[config.mk]
export PLATFORM = sky130hd
export DESIGN_NAME = fragment_reassembly_tracker
export DESIGN_NICKNAME = d
export VERILOG_FILES = /design/src/rtl/frt_pkg.sv /design/src/rtl/frt_datapath.sv /design/src/rtl/frt_ctrl.sv /design/src/rtl/fragment_reassembly_tracker.sv
export SDC_FILE = /design/constraint.sdc
export NUM_CORES = 2
export LEC_CHECK = 0
export BUFFER_PORTS_ARGS = -buffer_cell sky130_fd_sc_hd__buf_2
export CAP_MARGIN = 20
export CORE_ASPECT_RATIO = 1.75
export CORE_MARGIN = 3
export CORE_UTILIZATION = 48
export CTS_CLUSTER_DIAMETER = 80
export DETAILED_ROUTE_END_ITERATION = 10
export MAX_ROUTING_LAYER = met4
export SYNTH_ARGS = -nofsm -noshare
export SYNTH_HDL_FRONTEND = slang
export SYNTH_SLANG_ARGS = --single-unit
[constraint.sdc]
create_clock -name clock -period 27.9 [get_ports clock]
set_clock_uncertainty 0.2 [all_clocks]
set_input_delay 1.395 -clock clock [delete_from_list [all_inputs] [get_ports clock]]
set_output_delay 1.395 -clock clock [all_outputs]
set_load 0.01 [all_outputs]
[src/rtl/frt_pkg.sv]
// ---------------------------------------------------------------------------
// frt_pkg
// Shared types and constants for the fragment reassembly tracker.
// ---------------------------------------------------------------------------
package frt_pkg;

   localparam int Contexts  = 16;
   localparam int MaxFrags  = 64;
   localparam int SlotW     = $clog2(Contexts);
   localparam int SlotCntW  = $clog2(Contexts + 1);

   localparam logic [15:0] TimeoutReset = 16'd10000;
   localparam logic [15:0] AgeMax       = 16'hFFFF;

   typedef enum logic [2:0] {
      ST_PASS     = 3'd0,
      ST_HELD     = 3'd1,
      ST_DONE     = 3'd2,
      ST_BADNUM   = 3'd3,
      ST_NOTFIRST = 3'd4,
      ST_TOOMANY  = 3'd5,
      ST_ERROR    = 3'd6,
      ST_FULL     = 3'd7
   } status_type;

   // controller -> datapath
   typedef struct packed {
      logic             load;      // capture request fields
      logic             clr_scan;  // reset scan index and search results
      logic             scan;      // evaluate slot at scan index, advance
      logic             age;       // age/expire slot at scan index, advance
      logic             open;      // open context in free slot
      logic             absorb;    // absorb fragment into hit slot
      logic             emit;      // drive a response for one cycle
      status_type       status;    // response code used by emit
   } cmd_type;

   // datapath -> controller
   typedef struct packed {
      logic kind;
      logic single;      // total <= 1
      logic num_over;    // number > total
      logic num_one;
      logic too_many;    // total > MaxFrags
      logic scan_last;
      logic hit;
      logic free_found;
   } sts_type;

endpackage

[src/rtl/frt_datapath.sv]
// ---------------------------------------------------------------------------
// frt_datapath
// Context table, slot scan and absorb arithmetic.
// ---------------------------------------------------------------------------
module frt_datapath import frt_pkg::*; (
   input  logic        clock,
   input  logic        reset,
   input  cmd_type     cmd,
   output sts_type     sts,
   input  logic        req_kind,
   input  logic [31:0] req_packet_id,
   input  logic [7:0]  req_fragment_number,
   input  logic [7:0]  req_fragment_total,
   input  logic [15:0] req_fragment_length,
   input  logic        csr_valid,
   output logic        csr_ready,
   input  logic [15:0] csr_timeout_ticks,
   output logic        rsp_valid,
   output logic [2:0]  rsp_status,
   output logic [31:0] rsp_result_id,
   output logic [21:0] rsp_total_length,
   output logic [6:0]  rsp_fragment_count
);

   logic [15:0] timeout_ff;
   logic        kind_ff;
   logic [31:0] id_ff;
   logic [7:0]  num_ff;
   logic [7:0]  tot_ff;
   logic [15:0] len_ff;

   logic [Contexts-1:0] valid_ff;
   logic [31:0] sid_ff  [Contexts];
   logic [6:0]  sexp_ff [Contexts];
   logic [6:0]  scnt_ff [Contexts];
   logic [21:0] slen_ff [Contexts];
   logic [63:0] sseen_ff[Contexts];
   logic        sbad_ff [Contexts];
   logic [15:0] sage_ff [Contexts];

   logic [SlotCntW-1:0] idx_ff;
   logic [SlotW-1:0]    hit_slot_ff, free_slot_ff;
   logic                hit_ff, free_ff;

   logic        rsp_valid_ff;
   logic [2:0]  rsp_status_ff;
   logic [31:0] rsp_id_ff;
   logic [21:0] rsp_len_ff;
   logic [6:0]  rsp_cnt_ff;

   logic [SlotW-1:0] idx;
   assign idx = idx_ff[SlotW-1:0];

   assign csr_ready = 1'b1;

   // absorb path: slot fields of the chosen slot (open or hit)
   logic [SlotW-1:0] a_slot;
   logic [6:0]  a_exp, a_cnt, a_cnt_in;
   logic [21:0] a_len, a_len_in;
   logic [63:0] a_seen, a_bit;
   logic        a_bad, a_oob, a_bad_in, a_fin;
   logic [15:0] age_in;

   always_comb begin
      a_slot = cmd.open ? free_slot_ff : hit_slot_ff;
      if (cmd.open) begin
         a_exp  = tot_ff[6:0];
         a_cnt  = '0;
         a_len  = '0;
         a_seen = '0;
         a_bad  = 1'b0;
      end else begin
         a_exp  = sexp_ff[a_slot];
         a_cnt  = scnt_ff[a_slot];
         a_len  = slen_ff[a_slot];
         a_seen = sseen_ff[a_slot];
         a_bad  = sbad_ff[a_slot];
      end
      a_oob    = (num_ff == 8'd0) || (num_ff > {1'b0, a_exp}) || (num_ff > 8'd64);
      a_bit    = a_oob ? 64'd0 : (64'd1 << (num_ff[5:0] - 6'd1));
      a_bad_in = a_bad || a_oob || ((a_seen & a_bit) != 64'd0);
      a_cnt_in = a_cnt + 7'd1;
      a_len_in = a_len + {6'd0, len_ff};
      a_fin    = a_cnt_in >= a_exp;
      age_in   = (sage_ff[idx] < AgeMax) ? sage_ff[idx] + 16'd1 : sage_ff[idx];
   end

   always_ff @(posedge clock) begin
      if (reset) begin
         timeout_ff   <= TimeoutReset;
         valid_ff     <= '0;
         rsp_valid_ff <= 1'b0;
         idx_ff       <= '0;
         hit_ff       <= 1'b0;
         free_ff      <= 1'b0;
      end else begin
         rsp_valid_ff <= cmd.open || cmd.absorb || cmd.emit;
         if (csr_valid) begin
            timeout_ff <= csr_timeout_ticks;
         end
         if (cmd.load) begin
            kind_ff <= req_kind;
            id_ff   <= req_packet_id;
            num_ff  <= req_fragment_number;
            tot_ff  <= req_fragment_total;
            len_ff  <= req_fragment_length;
         end
         if (cmd.clr_scan) begin
            idx_ff  <= '0;
            hit_ff  <= 1'b0;
            free_ff <= 1'b0;
         end
         if (cmd.scan) begin
            idx_ff <= idx_ff + 1'b1;
            if (valid_ff[idx] && sid_ff[idx] == id_ff) begin
               hit_ff      <= 1'b1;
               hit_slot_ff <= idx;
            end
            if (!valid_ff[idx] && !free_ff) begin
               free_ff      <= 1'b1;
               free_slot_ff <= idx;
            end
         end
         if (cmd.age) begin
            idx_ff <= idx_ff + 1'b1;
            if (valid_ff[idx]) begin
               sage_ff[idx] <= age_in;
               if (age_in >= timeout_ff) begin
                  valid_ff[idx] <= 1'b0;
               end
            end
         end
         if (cmd.open || cmd.absorb) begin
            sid_ff[a_slot]   <= id_ff;
            sexp_ff[a_slot]  <= a_exp;
            scnt_ff[a_slot]  <= a_cnt_in;
            slen_ff[a_slot]  <= a_len_in;
            sseen_ff[a_slot] <= a_seen | a_bit;
            sbad_ff[a_slot]  <= a_bad_in;
            if (cmd.open) begin
               sage_ff[a_slot] <= '0;
            end
            valid_ff[a_slot] <= !a_fin;
            rsp_status_ff    <= !a_fin ? ST_HELD : (a_bad_in ? ST_ERROR : ST_DONE);
            rsp_id_ff        <= id_ff;
            rsp_len_ff       <= a_len_in;
            rsp_cnt_ff       <= a_cnt_in;
         end else if (cmd.emit) begin
            rsp_status_ff <= cmd.status;
            rsp_id_ff     <= id_ff;
            rsp_len_ff    <= (cmd.status == ST_PASS) ? {6'd0, len_ff} : '0;
            rsp_cnt_ff    <= '0;
         end
      end
   end

   always_comb begin
      sts.kind       = kind_ff;
      sts.single     = tot_ff <= 8'd1;
      sts.num_over   = num_ff > tot_ff;
      sts.num_one    = num_ff == 8'd1;
      sts.too_many   = tot_ff > 8'(MaxFrags);
      sts.scan_last  = idx_ff == SlotCntW'(Contexts - 1);
      sts.hit        = hit_ff;
      sts.free_found = free_ff;
   end

   assign rsp_valid          = rsp_valid_ff;
   assign rsp_status         = rsp_status_ff;
   assign rsp_result_id      = rsp_id_ff;
   assign rsp_total_length   = rsp_len_ff;
   assign rsp_fragment_count = rsp_cnt_ff;

endmodule

[src/rtl/frt_ctrl.sv]
// ---------------------------------------------------------------------------
// frt_ctrl
// Request sequencer: classify, scan the table, then respond or update.
// ---------------------------------------------------------------------------
module frt_ctrl import frt_pkg::*; (
   input  logic    clock,
   input  logic    reset,
   input  logic    start,
   output logic    busy,
   input  sts_type sts,
   output cmd_type cmd
);

   typedef enum logic [2:0] {
      S_IDLE, S_CLASSIFY, S_SCAN, S_AGE, S_DECIDE
   } state_type;

   state_type state_ff;

   always_ff @(posedge clock) begin
      if (reset) begin
         state_ff <= S_IDLE;
      end else begin
         unique case (state_ff)
            S_IDLE:     if (start) state_ff <= S_CLASSIFY;
            S_CLASSIFY: begin
               if (sts.kind)                      state_ff <= S_AGE;
               else if (sts.single || sts.num_over) state_ff <= S_IDLE;
               else                               state_ff <= S_SCAN;
            end
            S_SCAN:     if (sts.scan_last) state_ff <= S_DECIDE;
            S_AGE:      if (sts.scan_last) state_ff <= S_IDLE;
            S_DECIDE:   state_ff <= S_IDLE;
            default:    state_ff <= S_IDLE;
         endcase
      end
   end

   assign busy = state_ff != S_IDLE;

   always_comb begin
      cmd = '0;
      cmd.status = ST_PASS;
      unique case (state_ff)
         S_IDLE: begin
            cmd.load = start;
         end
         S_CLASSIFY: begin
            cmd.clr_scan = 1'b1;
            if (!sts.kind) begin
               if (sts.single) begin
                  cmd.emit = 1'b1;
               end else if (sts.num_over) begin
                  cmd.emit   = 1'b1;
                  cmd.status = ST_BADNUM;
               end
            end
         end
         S_SCAN: cmd.scan = 1'b1;
         S_AGE:  cmd.age  = 1'b1;
         S_DECIDE: begin
            if (sts.hit) begin
               cmd.absorb = 1'b1;
            end else if (!sts.num_one) begin
               cmd.emit = 1'b1;
               cmd.status = ST_NOTFIRST;
            end else if (sts.too_many) begin
               cmd.emit = 1'b1;
               cmd.status = ST_TOOMANY;
            end else if (!sts.free_found) begin
               cmd.emit = 1'b1;
               cmd.status = ST_FULL;
            end else begin
               cmd.open = 1'b1;
            end
         end
         default: ;
      endcase
   end

endmodule

[src/rtl/fragment_reassembly_tracker.sv]
// ---------------------------------------------------------------------------
// fragment_reassembly_tracker
// Reassembly context table with sequential slot scan and tick aging.
// ---------------------------------------------------------------------------
// Early drops respond after classification, other fragments after the table scan.
// One request at a time (busy until done); early drops skip the table walk, while
//   fragments and ticks use the one-slot-per-cycle walk over the 16 contexts.
// Results are strobed on rsp_valid for one cycle; the receiver cannot stall.
// Reset clears all contexts and loads timeout_ticks with 10000.
module fragment_reassembly_tracker import frt_pkg::*; (
   input  logic        clock,
   input  logic        reset,
   input  logic        start,
   output logic        busy,
   input  logic        req_kind,
   input  logic [31:0] req_packet_id,
   input  logic [7:0]  req_fragment_number,
   input  logic [7:0]  req_fragment_total,
   input  logic [15:0] req_fragment_length,
   input  logic        csr_valid,
   output logic        csr_ready,
   input  logic [15:0] csr_timeout_ticks,
   output logic        rsp_valid,
   output logic [2:0]  rsp_status,
   output logic [31:0] rsp_result_id,
   output logic [21:0] rsp_total_length,
   output logic [6:0]  rsp_fragment_count
);

   cmd_type cmd;
   sts_type sts;

   frt_ctrl u_ctrl (
      .clock (clock),
      .reset (reset),
      .start (start),
      .busy  (busy),
      .sts   (sts),
      .cmd   (cmd)
   );

   frt_datapath u_dp (
      .clock               (clock),
      .reset               (reset),
      .cmd                 (cmd),
      .sts                 (sts),
      .req_kind            (req_kind),
      .req_packet_id       (req_packet_id),
      .req_fragment_number (req_fragment_number),
      .req_fragment_total  (req_fragment_total),
      .req_fragment_length (req_fragment_length),
      .csr_valid           (csr_valid),
      .csr_ready           (csr_ready),
      .csr_timeout_ticks   (csr_timeout_ticks),
      .rsp_valid           (rsp_valid),
      .rsp_status          (rsp_status),
      .rsp_result_id       (rsp_result_id),
      .rsp_total_length    (rsp_total_length),
      .rsp_fragment_count  (rsp_fragment_count)
   );

endmodule
# Word level (Yosys, flattened, before mapping)
# Memories as Yosys holds them, arrays and structs flattened. A register that Yosys moved wholly into a read port is not among the register bits.
# Cells that the tools add are included.
# totals
elab_cells	168
n_memories	7
mem_bits_rw	2384
in_bits	85
output_inout_bits	67
regBits	180
# memory_table
name	words	width	rd	rd_ports_with_merged_regs	write_ports	line_no	rtl
u_dp.sseen_ff	16	64	1	0	1	frt_datapath.sv:37	logic [63:0] sseen_ff[Contexts];
u_dp.sid_ff	16	32	1	1	1	frt_datapath.sv:33	logic [31:0] sid_ff [Contexts];
u_dp.slen_ff	16	22	1	0	1	frt_datapath.sv:36	logic [21:0] slen_ff [Contexts];
u_dp.sage_ff	16	16	1	1	1	frt_datapath.sv:39	logic [15:0] sage_ff [Contexts];
u_dp.scnt_ff	16	7	1	0	1	frt_datapath.sv:35	logic [6:0] scnt_ff [Contexts];
u_dp.sexp_ff	16	7	1	0	1	frt_datapath.sv:34	logic [6:0] sexp_ff [Contexts];
1 more memories	n/a	n/a	n/a	n/a	n/a	n/a	
# classes
eq_ne	10
n_lt_le_gt_ge	12
n_bitwise	5
muxes	83
n_shift	1
n_addsub	5
n_reduce_logical	27
# ops
operator	count
$mux W16	8
$mux W64	2
$mux W22	3
$and A64 B64 Y64	1
$mux W32	2
$or A64 B64 Y64	1
$reduce_bool A64 Y1	1
$shl A1 B6 Y64 const A	1
$mux W4	12
$eq A32 B32 Y1	1
$mux W1	32
$mux W7	4
$mux W3	9
$add A22 B16 Y22	1
$add A16 B1 Y16 const B	1
$and A16 B16 Y16	1
$bwmux W16	1
$ge A16 B16 Y1	1
$gt A8 B7 Y1 const B	2
$lt A16 B16 Y1 const B	1
$not A16 Y16	1
$reduce_or A16 Y1	1
$mux W5	3
$pmux W3 S4	1
29 further kinds	52

# Depth between registers and ports, before layout
# An unclocked memory read counts as a cell.
# depth
depth_word	18
ltp_mapped	32
mapped_depth_nobuf	24

# Modules after synthesis
# From an unflattened synthesis, not the netlist that was laid out.
# unflattened
cells_unflattened	6175
area_unflattened_um2	102525.8
# by_module_without_submodules
mod	instances	cells_each	seq_area_each_um2	area_each_um2
frt_datapath	1	6137	74021.0	102241.8
frt_ctrl	1	38	60.1	284.0

# Worst setup path before layout
# No wires, ideal clock.
# synth_timing
kind	flip-flop to flip-flop
start	reg u_dp.num_ff[1]
end	mem u_dp.sbad_ff[0] (enable)
setup_ps	788
arrival_time_ps	12101
path_buffers	7
path_stages_with_launch	14
slack_ps	14811
period_less_slack_ps	13089
required_ps	26912
path_cell_list	edfxtp_1 nor4b_4 and4_4 a21oi_1 buf_2 nor2_4 buf_2 buf_2 buf_2 buf_2 buf_1 nand3_1 clkbuf_1 nor3_1
# synth_via
elab_chain_len	8
word_cells_on_any_way	9
classes_between	eq/ne: 1; mux: 7; reduce/logical: 1
# synth_rtl
item	line_no	rtl
from (decl)	frt_datapath.sv:28	logic [7:0] num_ff;
from (signal assigned)	frt_datapath.sv:104	num_ff <= req_fragment_number;
$eq A8 B1 Y1 *	frt_datapath.sv:161	sts.num_one = num_ff == 8'd1;
$mux W1 *	frt_ctrl.sv:64	end else if (!sts.num_one) begin
$mux W1 *	frt_ctrl.sv:62	if (sts.hit) begin
$mux W2 *	frt_ctrl.sv:44	unique case (state_ff)
$logic_or A1 B1 Y1	frt_datapath.sv:133	if (cmd.open || cmd.absorb) begin
$mux W1	frt_datapath.sv:133	
$mux W1	frt_datapath.sv:89	if (reset) begin
$mux W1 (not written as such)	frt_datapath.sv:139	sbad_ff[a_slot] <= a_bad_in;
to (decl)	frt_datapath.sv:38	logic sbad_ff [Contexts];
# Mark *: on every way between the ends. The rest lies on a longest branch, timed or not.

# Worst setup path in the final report
# layout_timing
start	reg u_dp.num_ff[4]
end	mem u_dp.sseen_ff[6][25], data pin
# layout_via
elab_chain_len	12
word_cells_on_any_way	18
classes_between	add/sub: 1; order compare: 2; eq/ne: 1; shift: 1; mux: 7; bitwise: 1; reduce/logical: 3; memory: 2
# layout_rtl
item	line_no	rtl
$eq A8 B1 Y1 *	frt_datapath.sv:161	
$mux W1 *	frt_ctrl.sv:64	
$mux W1 *	frt_ctrl.sv:62	
$mux W2 *	frt_ctrl.sv:44	
$mux W4	frt_datapath.sv:65	a_slot = cmd.open ? free_slot_ff : hit_slot_ff;
$mem_v2 Z16 W7	n/a	
$mux W7 *	frt_datapath.sv:66	if (cmd.open) begin
named net u_dp.a_exp[6]	frt_datapath.sv:58	logic [6:0] a_exp, a_cnt, a_cnt_in;
$gt A8 B7 Y1 *	frt_datapath.sv:79	a_oob = (num_ff == 8'd0) || (num_ff > {1'b0, a_exp}) || (num_ff > 8'd64);
$logic_or A1 B1 Y1 * (2 in a row)	frt_datapath.sv:79	
$mux W64 *	frt_datapath.sv:80	a_bit = a_oob ? 64'd0 : (64'd1 << (num_ff[5:0] - 6'd1));
$or A64 B64 Y64 *	frt_datapath.sv:138	sseen_ff[a_slot] <= a_seen | a_bit;
to (decl)	frt_datapath.sv:37	
# The timed path passes the listed nets; every way through them passes the cells marked *.

==> impl_metrics.csv <==
group,metric,value,unit
floorplanning,die_x,358,um
floorplanning,coreArea,215000,um^2
synth,synthAdderAreaFrac,0.714,%
sta,layout_min_cycle_time,9140,ps
synth,synth_compound_gate_area_share,6.69,%
setup_path,ff2ff_path_depth,19,
layout,layout_common_cells,"2521 x edfxtp_1, 870 x nand2_1, 260 x mux4_2",
route,dr.first_iter.drc_count,6900,
sta,finalHoldViolations,0,
route,wire_per_inst,31.5,um
synth,synth_top_area_share,72.6,%
floorplanning,initial_utilization,48.4,%
synth,seq_area_frac_synth,73.5,%
route,ant_nets,0,
layout,layout-drive-gt1-share,16.2,%
hold_path,min_path_type,"reg2reg",
placement,gp_congestion,0.935,
global_routing,grt_pass1_wl,441000,um
synth,ys_warn_count,0,
power_and_ir_drop,ir_worst_vdd,0.0613,mV
synth,syn_area,104000,um^2
clock_network,cts_tree,"built",
clock_network,cts.sinks,2568,
clock_network,cts_buffers,231,
layout,multiInputGateArea,25800,um^2
setup_path,critPathCapture,"u_dp.sseen_ff[6][25]",
clock_network,clk-insertion-delay-late,900,ps
floorplanning,die_area,223000,um^2
sta,slew_violations,0,
floorplanning,io-pin-count,152,
setup_path,cp.required,28210,ps
global_routing,grt_antenna_before_repair,14,
synth,synth-edff-count,2521,
placement,dpl.hpwl,169000,um
global_routing,grt_pass1_vias,61600,
synth,synth_mux_area_share,8.12,%
power_and_ir_drop,p_per_area,65.6,nW/um^2
synth,yosys-top-cells-area,"edfxtp_1 73%, mux4_2 5.6%, nand2_1 3.1%",
clock_network,h-tree-depth,4,
synth,synth_seq_cells,2568,
synth,yosys_most_used_dff,"edfxtp_1",
setup_path,critPathArrivalTime,9450,ps
setup_path,reg2reg_from,"u_dp.num_ff[4]",
route,route.detailed.drc,0,
setup_path,cp-start-kind,"flip-flop",
layout,layout_commonest_cell,"edfxtp_1",
route,vias,61900,
clock_network,clkTransAtPathRegs,70,ps
flow_run,maxCapViolCount,0,
synth,yosys.area_share.xor_xnor,0.578,%
clock_network,post_cts_buffers,0,
setup_path,r2r_slack,18760,ps
layout,regArea,76700,um^2
layout,final_cells,9791,
sta,setup_tns,0,ps
route,drtPass1Iterations,6,
clock_network,ctsResizeCount,0,
clock_network,clockBufferDepth,4,
status,outcome,"completed",
floorplanning,dieHeight,623,um
route,drt_wl_total,308000,um
global_routing,grt_max_degree,138,
setup_path,crit_type,"reg2reg",
hold_path,min_from,"u_dp.timeout_ff[4]",
synth,synth_top_family_by_area,"simple AND/OR/NAND/NOR gates",
clock_network,ctsHoldBuffers,0,
setup_path,cp_max_fo,89,
layout,syn_to_final_growth,11.7,%
synth,syn_avg_cell_area,15.9,um^2
synth,synth_top_cell_by_area,"edfxtp_1",
layout,fillers,17100,
setup_path,reg2reg_to,"u_dp.sseen_ff[6][25]",
setup_path,critPathCaptureType,"flip-flop",
synth,synthArstFlopShare,0,%
synth,syn_inst,6559,
global_routing,grt_usage,28.2,%
clock_network,cts_root_buf,"clkbuf_16",
synth,synthSimpleGateAreaFrac,8.37,%
synth,mappedNetlistNets,6702,
layout,fin_nets,6898,
floorplanning,num_rows,225,
sta,period_share,32.7,%
route,via_per_inst,6.33,
global_routing,overflow,0,
placement,dp_cells,9339,
sta,setup_viol,0,
setup_path,crit_start,"u_dp.num_ff[4]",
sta,worstMarginPinSlew,1180,ps
sta,max_freq,0.109,GHz
power_and_ir_drop,p_leak,38.3,nW
placement,portBuffers,150,
sta,slew_headroom,21.3,%
synth,synth.distinct_cells,105,
sta,rsz0062_at_grt,"false",
==> where the power goes <==
| part | total (W) | leakage [nW] | internal [W] | switching, W |
|---|---|---|---|---|
| clock | 0.00325 | 3.69 | 0.00183 | 0.00142 |
| combinational | 0.000160 | 11.6 | 0.0000643 | 0.0000960 |
| sequential | 0.00423 | 23.0 | 0.00421 | 0.0000199 |
| total | 0.00764 | 38.3 | 0.00610 | 0.00154 |
==> worst max-delay path, cell delays in order, from the launching register on <==
cell and delay, ps:
edfxtp_1 370, buf_4 270, nor4_1 700, and4_4 620
nand3_4 670, nand2_8 830, buf_4 810, and3_1 290
a31oi_1 50, o22ai_1 250, or3_1 140, o21ai_0 100
inv_1 150, ha_1 280, o311ai_1 140, a21boi_1 140
a2111oi_0 410, a311o_2 260, nand2_1 710, o22ai_1 1180
==> kinds of logic after synthesis <==
logic type,Yosys count
AOI/OAI and AO/OA,1002
DFF,2568
other,1
buffers and inverters,475
xor gates and xnor gates,68
adders and majority gates,59
and+or+nand+nor,1870
muxes,516
==> synth_stat cells, types with 39 or more instances <==
| cell | instances |
|---|---|
| and3_1 | 164 |
| a32oi_1 | 76 |
| o22ai_1 | 63 |
| a211oi_1 | 119 |
| inv_1 | 57 |
| a22oi_1 | 49 |
| mux4_2 | 260 |
| mux2i_1 | 210 |
| nor2_1 | 252 |
| dfxtp_1 | 47 |
| nor3_1 | 79 |
| ha_1 | 57 |
| edfxtp_1 | 2521 |
| clkbuf_1 | 200 |
| nand3_1 | 240 |
| nand2_1 | 871 |
| nand2b_1 | 51 |
| buf_2 | 110 |
| buf_1 | 70 |
| o21ai_0 | 164 |
| a31oi_1 | 102 |
| a21oi_1 | 123 |
| xor2_1 | 39 |
| mux2_2 | 45 |
==> cell type report <==
class / count / area share [%]
Clock buffer: 262 / 5.13
Tap cell: 2837 / 3.05
Timing Repair Buffer: 380 / 2.29
Inverter: 58 / 0.187
Multi-Input combinational cell: 3516 / 22.1
Antenna cell: 13 / 0.0279
Sequential cell: 2568 / 65.8
Clock inverter: 157 / 1.40
==> registers in the layout, summed over array words and instances (netlist names), 5 cells and up, named ones only <==
signal / flops
u_dp.id_ff: 32
u_dp.idx_ff: 5
u_dp.len_ff: 16
u_dp.num_ff: 8
u_dp.rsp_fragment_count: 7
u_dp.rsp_result_id: 32
u_dp.rsp_total_length: 22
u_dp.sage_ff: 256
u_dp.sbad_ff: 16
u_dp.scnt_ff: 112
u_dp.sexp_ff: 112
u_dp.sid_ff: 512
u_dp.slen_ff: 352
u_dp.sseen_ff: 1024
u_dp.timeout_ff: 16
u_dp.tot_ff: 8
u_dp.valid_ff: 16
==> layer usage <==
metal,part of all wire (%),vias to the layer above,track usage [%]
met1,36,32000,34.0
met5,0,-,-
met4,5.7,0,13.4
met2,50,2973,46.4
met3,7.8,820,4.35
li1,-,26200,-
==> per-stage QoR <==
step	hold WS (ps)	total power, W	worst slack, ps	instance area (um^2)	utilization (%)
6_report	302	0.00764	18760	117000	54.1
5_1_grt	324	0.00784	18460	117000	54.1
4_1_cts	301	0.00769	18690	116000	54.0
3_5_place_dp	291	0.00448	18710	109000	50.5
3_3_place_gp	264	0.00447	18850	109000	50.5
2_1_floorplan	254	0.00441	14810	104000	-
==> worst min path at each step <==
stage	to	slack (ps)	cells past startpoint
floorplan	u_dp.idx_ff[4]	250	2
global placement	u_dp.idx_ff[4]	260	2
CTS	u_dp.timeout_ff[4]	300	2
global route	u_dp.timeout_ff[8]	320	2
detailed placement	u_dp.timeout_ff[4]	290	2
finish	u_dp.timeout_ff[4]	300	2
Note: power is estimated with default switching activity, not from simulation.
